$ cat src/rtl/core/accsup_pkg.sv
// Package for the acceleration spike suppressor: widths, reset values,
// register indexes, controller states and the controller-to-datapath command.
// No dependencies.
package accsup_pkg;

   localparam int DEFAULT_TIME_WIDTH = 32;

   localparam int MOVE_W      = 16;
   localparam int STAMP_W     = 32;
   localparam int HOLD_W      = 10;
   localparam int THR_W       = 32;
   localparam int CSR_DATA_W  = 32;
   localparam int CSR_INDEX_W = 2;

   localparam logic [HOLD_W-1:0]         HOLD_LENGTH_RESET     = 10'd60;
   localparam logic signed [MOVE_W-1:0]  REPLACEMENT_Y_RESET   = -16'sd60;
   localparam logic signed [THR_W-1:0]   ACCEL_THRESHOLD_RESET = -32'sd90000;

   // 10^12 = 5^12 * 2^12
   localparam int SCALE_FACTOR = 244140625;
   localparam int SCALE_SHIFT  = 12;

   // dt at or above 2^CLAMP_SHIFT gives |threshold * dt^2| above any scaled diff for any nonzero threshold
   localparam int CLAMP_SHIFT = 28;
   localparam int DT_EFF_W    = CLAMP_SHIFT + 1;

   localparam int MUL_W   = 33;
   localparam int PROD_W  = 2 * MUL_W;
   localparam int A_W     = 46;
   localparam int SQ_W    = 2 * CLAMP_SHIFT + 1;
   localparam int SQ_LO_W = 29;
   localparam int SQ_HI_W = SQ_W - SQ_LO_W;
   localparam int LO_W    = THR_W + SQ_LO_W + 1;
   localparam int HI_W    = THR_W + SQ_HI_W + 1;
   localparam int CMP_W   = 90;

   typedef enum logic [CSR_INDEX_W-1:0] {
      CSR_HOLD_LENGTH     = 2'd0,
      CSR_REPLACEMENT_Y   = 2'd1,
      CSR_ACCEL_THRESHOLD = 2'd2
   } csr_index_type;

   typedef enum logic [2:0] {
      ST_IDLE,
      ST_SCALE,
      ST_SQUARE,
      ST_LO,
      ST_HI,
      ST_DONE
   } state_type;

   typedef enum logic [2:0] {
      STEP_NONE,
      STEP_SCALE,
      STEP_SQUARE,
      STEP_LO,
      STEP_HI
   } step_type;

   typedef struct packed {
      logic     capture;
      step_type step;
      logic     commit;
   } cmd_type;

endpackage

$ cat src/rtl/core/accsup_ctrl.sv
// Controller of the spike suppressor: sequences the shared multiplier,
// owns the input ready and the result valid. Depends on accsup_pkg.
module accsup_ctrl import accsup_pkg::*; (
   input  logic    clock,
   input  logic    reset,
   input  logic    req_valid,
   input  logic    req_is_absolute,
   output logic    req_ready,
   input  logic    rsp_ready,
   output logic    rsp_valid,
   output cmd_type cmd
);

   state_type state_ff, state_in;
   logic      rsp_valid_ff, rsp_valid_in;

   always_ff @(posedge clock) begin
      if (reset) begin
         state_ff     <= ST_IDLE;
         rsp_valid_ff <= 1'b0;
      end else begin
         state_ff     <= state_in;
         rsp_valid_ff <= rsp_valid_in;
      end
   end

   always_comb begin
      state_in    = state_ff;
      cmd.capture = 1'b0;
      cmd.step    = STEP_NONE;
      cmd.commit  = 1'b0;
      req_ready   = 1'b0;
      case (state_ff)
         ST_IDLE: begin
            req_ready = 1'b1;
            if (req_valid && !req_is_absolute) begin
               cmd.capture = 1'b1;
               state_in    = ST_SCALE;
            end
         end
         ST_SCALE: begin
            cmd.step = STEP_SCALE;
            state_in = ST_SQUARE;
         end
         ST_SQUARE: begin
            cmd.step = STEP_SQUARE;
            state_in = ST_LO;
         end
         ST_LO: begin
            cmd.step = STEP_LO;
            state_in = ST_HI;
         end
         ST_HI: begin
            cmd.step = STEP_HI;
            state_in = ST_DONE;
         end
         ST_DONE: begin
            // hold until the output register is free
            if (!rsp_valid_ff || rsp_ready) begin
               cmd.commit = 1'b1;
               state_in   = ST_IDLE;
            end
         end
         default: begin
            state_in = ST_IDLE;
         end
      endcase
      if (cmd.commit) begin
         rsp_valid_in = 1'b1;
      end else if (rsp_ready) begin
         rsp_valid_in = 1'b0;
      end else begin
         rsp_valid_in = rsp_valid_ff;
      end
   end

   assign rsp_valid = rsp_valid_ff;

endmodule

$ cat config.mk
export PLATFORM = sky130hd
export DESIGN_NAME = accsup_ctrl
export DESIGN_NICKNAME = d
export VERILOG_FILES = /design/src/rtl/core/accsup_pkg.sv /design/src/rtl/core/accsup_ctrl.sv
export SDC_FILE = /design/constraint.sdc
export NUM_CORES = 1
export LEC_CHECK = 0
export ABC_AREA = 1
export BUFFER_PORTS_ARGS = -buffer_cell sky130_fd_sc_hd__buf_4
export CAP_MARGIN = 20
export CORE_AREA = 2 2 39 41
export DETAILED_ROUTE_END_ITERATION = 16
export DIE_AREA = 0 0 41 43
export MAX_ROUTING_LAYER = met4
export PLACE_DENSITY = 0.42
export SLEW_MARGIN = 40
export SYNTH_ARGS = -nofsm -noshare
export SYNTH_HDL_FRONTEND = slang
export SYNTH_SLANG_ARGS = --single-unit
export TNS_END_PERCENT = 100
$ cat constraint.sdc
create_clock -name clock -period 0.9 [get_ports clock]
set_input_delay 0.18 -clock clock [delete_from_list [all_inputs] [get_ports clock]]
set_output_delay 0.18 -clock clock [all_outputs]
set_load 0.02 [all_outputs]
==> metrics <==
overall power=809 uW; Slew Limit Fails=0; Clock Sinks=4; layout cells sized above 1=0.800; Min Clock Period, post-route=1170 ps; maxcap violations=0; final hold vios=0; Layout Skew=4.49 ps; Post-Syn Nets=40; Max-slew headroom=0.884; IO Pins=12; Max clock buf depth=2; CP Capture Type=primary output; Die Area=0.00176 mm2; H-tree depth=1; met1 Usage GRT=0.0579; Final WS setup=-272 ps; initial antenna violation count=0; grt total ovfl=0; number of DRC markers in iteration 0=0; Fill cells=148; CORE AREA=0.00138 mm2; Die H=43 um; n_diodes=0; CP Max Fanout=3; Fmax achieved=853 MHz; top cell type by total area after synthesis=dfxtp_1; worst min path class=in2reg; Worst-Margin Slew=~170 ps; GPL Wtd Cong=0.641; CP Data Required Time=720 ps; GRT Util Overall=0.0761; Clock Latency Late Sink=230 ps; dpl hpwl=about 430 um; crit path kind=reg2out; Area Overhead vs Synth=122%; fin cells=a little over 70; DP Worst Slack=-81.0 ps; via count=276; initial core utilization=0.158; GRT busiest layer=met2; clock-pin slew on the worst setup and hold paths=around 30 ps; layout net count=62; setup violators final=8; Seq/Total Area, Yosys=0.366; syn_area_per_cell=6.26 um2; Synth top area share=0.366; Cell variety after synth=10; CTS Buf Count=3; Cell Pwr Density=1660 mW/mm2; drt wl/cell=8.10 um; WP data arrival=990 ps; post-synthesis cell area=219 um2; first-pass GRT wire length=828 um; largest net degree at the start of global routing=5; failing checks=setup timing; Total Wirelength=575 um; I/O Buffers=11; first-pass iteration count of the detailed router=1; drc violations=0; CTS tree=done; Die W=41 um; post-synthesis sequential element count=4; Leakage=0.217 nW; Cells after Synth=35; CTS root buf=clkbuf_4; number of vias per cell=between 3 and 4; CP startpoint kind=flip-flop; CTS Hold Bufs=0; Peak supply drop=around 0.46 mV; DRT antenna net count=0; unrepaired setup endpoints after global routing=true; met3 Track Usage GR=0.0314; synth top area cells=dfxtp_1 (37%), a21oi_1 (11%), nor2_1 (10%); Placed Cells incl. Taps=65; Synth Warn #=0; vias in the first global route=257; status=finished with violations; # rows=14; GRT met2 Usage=0.119; fin crit share=1.30
[synth_stat cells]
master   count
a21oi_1      5
buf_4        1
dfxtp_1      4
inv_1        5
inv_2        2
nand2_1      5
nand3_1      3
nor2_1       6
nor2_2       3
o21ai_1      1
[path summary, 6_finish.rpt]
| check | startpoint | slack, ps | cells past startpoint | end |
|---|---|---|---|---|
| max | state_ff[1] | -270 | 4 | cmd[4] |
| min reg2reg | rsp_valid | 570 | 2 | rsp_valid |
| min | reset | 130 | 2 | state_ff[1] |
| max reg2reg | state_ff[2] | -80 | 7 | state_ff[2] |
[metrics by stage]
step	hold WS [ps]	TNS (ps)	instance area, um2	utilization
after detailed placement	369	-248	363	0.262
final	127	-1510	487	0.352
after floorplan	242	-59.5	238	-
after global placement	369	-252	363	0.262
after CTS	124	-1570	447	0.323
after global routing	122	-1970	487	0.352
[flip-flops by register name, summed over array words and instances (netlist names)]
| register | flops |
|---|---|
| rsp_valid | 1 |
| state_ff | 3 |
[routing by layer]
layer / vias up / routed length (um) / share of wire
met5: - / 0 / 0
met3: 2 / 33 / 0.057
met2: 6 / 326 / 0.57
met1: 119 / 206 / 0.36
met4: 0 / 8 / 0.014
li1: 149 / - / -
[power by group]
group	switching, mW	leakage (nW)	internal, mW
combinational	0.180	0.168	0.184
sequential	0.0285	0.0347	0.200
clock	0.0684	0.0138	0.149
total	0.276	0.217	0.532
[final cells by class]
cell class | count | area, um2 | share of cell area
clock buffers | 3 | 22.5 | 0.0463
inverters | 7 | 31.3 | 0.0643
multi-input cells | 23 | 160 | 0.329
flip-flops and latches | 4 | 87.6 | 0.180
well taps | 16 | 20.0 | 0.0411
repair buffers | 18 | 165 | 0.339
[kinds of logic after synthesis]
logic type | Yosys count | share of synthesized area
buffers and inverters | 8 | 0.154
AOI/OAI and AO/OA | 6 | 0.137
and+or+nand+nor | 17 | 0.343
DFF | 4 | 0.366
[cell usage in the layout, fill, tap and decap left out, drive strengths merged]
master	count
a21oi	5
buf	18
nand2	5
o21ai	1
nand3	3
dfxtp	4
inv	7
clkbuf	3
nor2	9
[critical path, stage by stage, from the launching register on]
cell	delay, ps
dfxtp_2	340
nor2_4	140
nand2_2	80
nor2_2	70
buf_4	140
[repair_timing]
item	in CTS	in global routing
pin swaps	4	6
resized for setup	14	12
setup endpoints to repair	9	11
buffers inserted	3	1
Power figures use the tool's default switching activity.
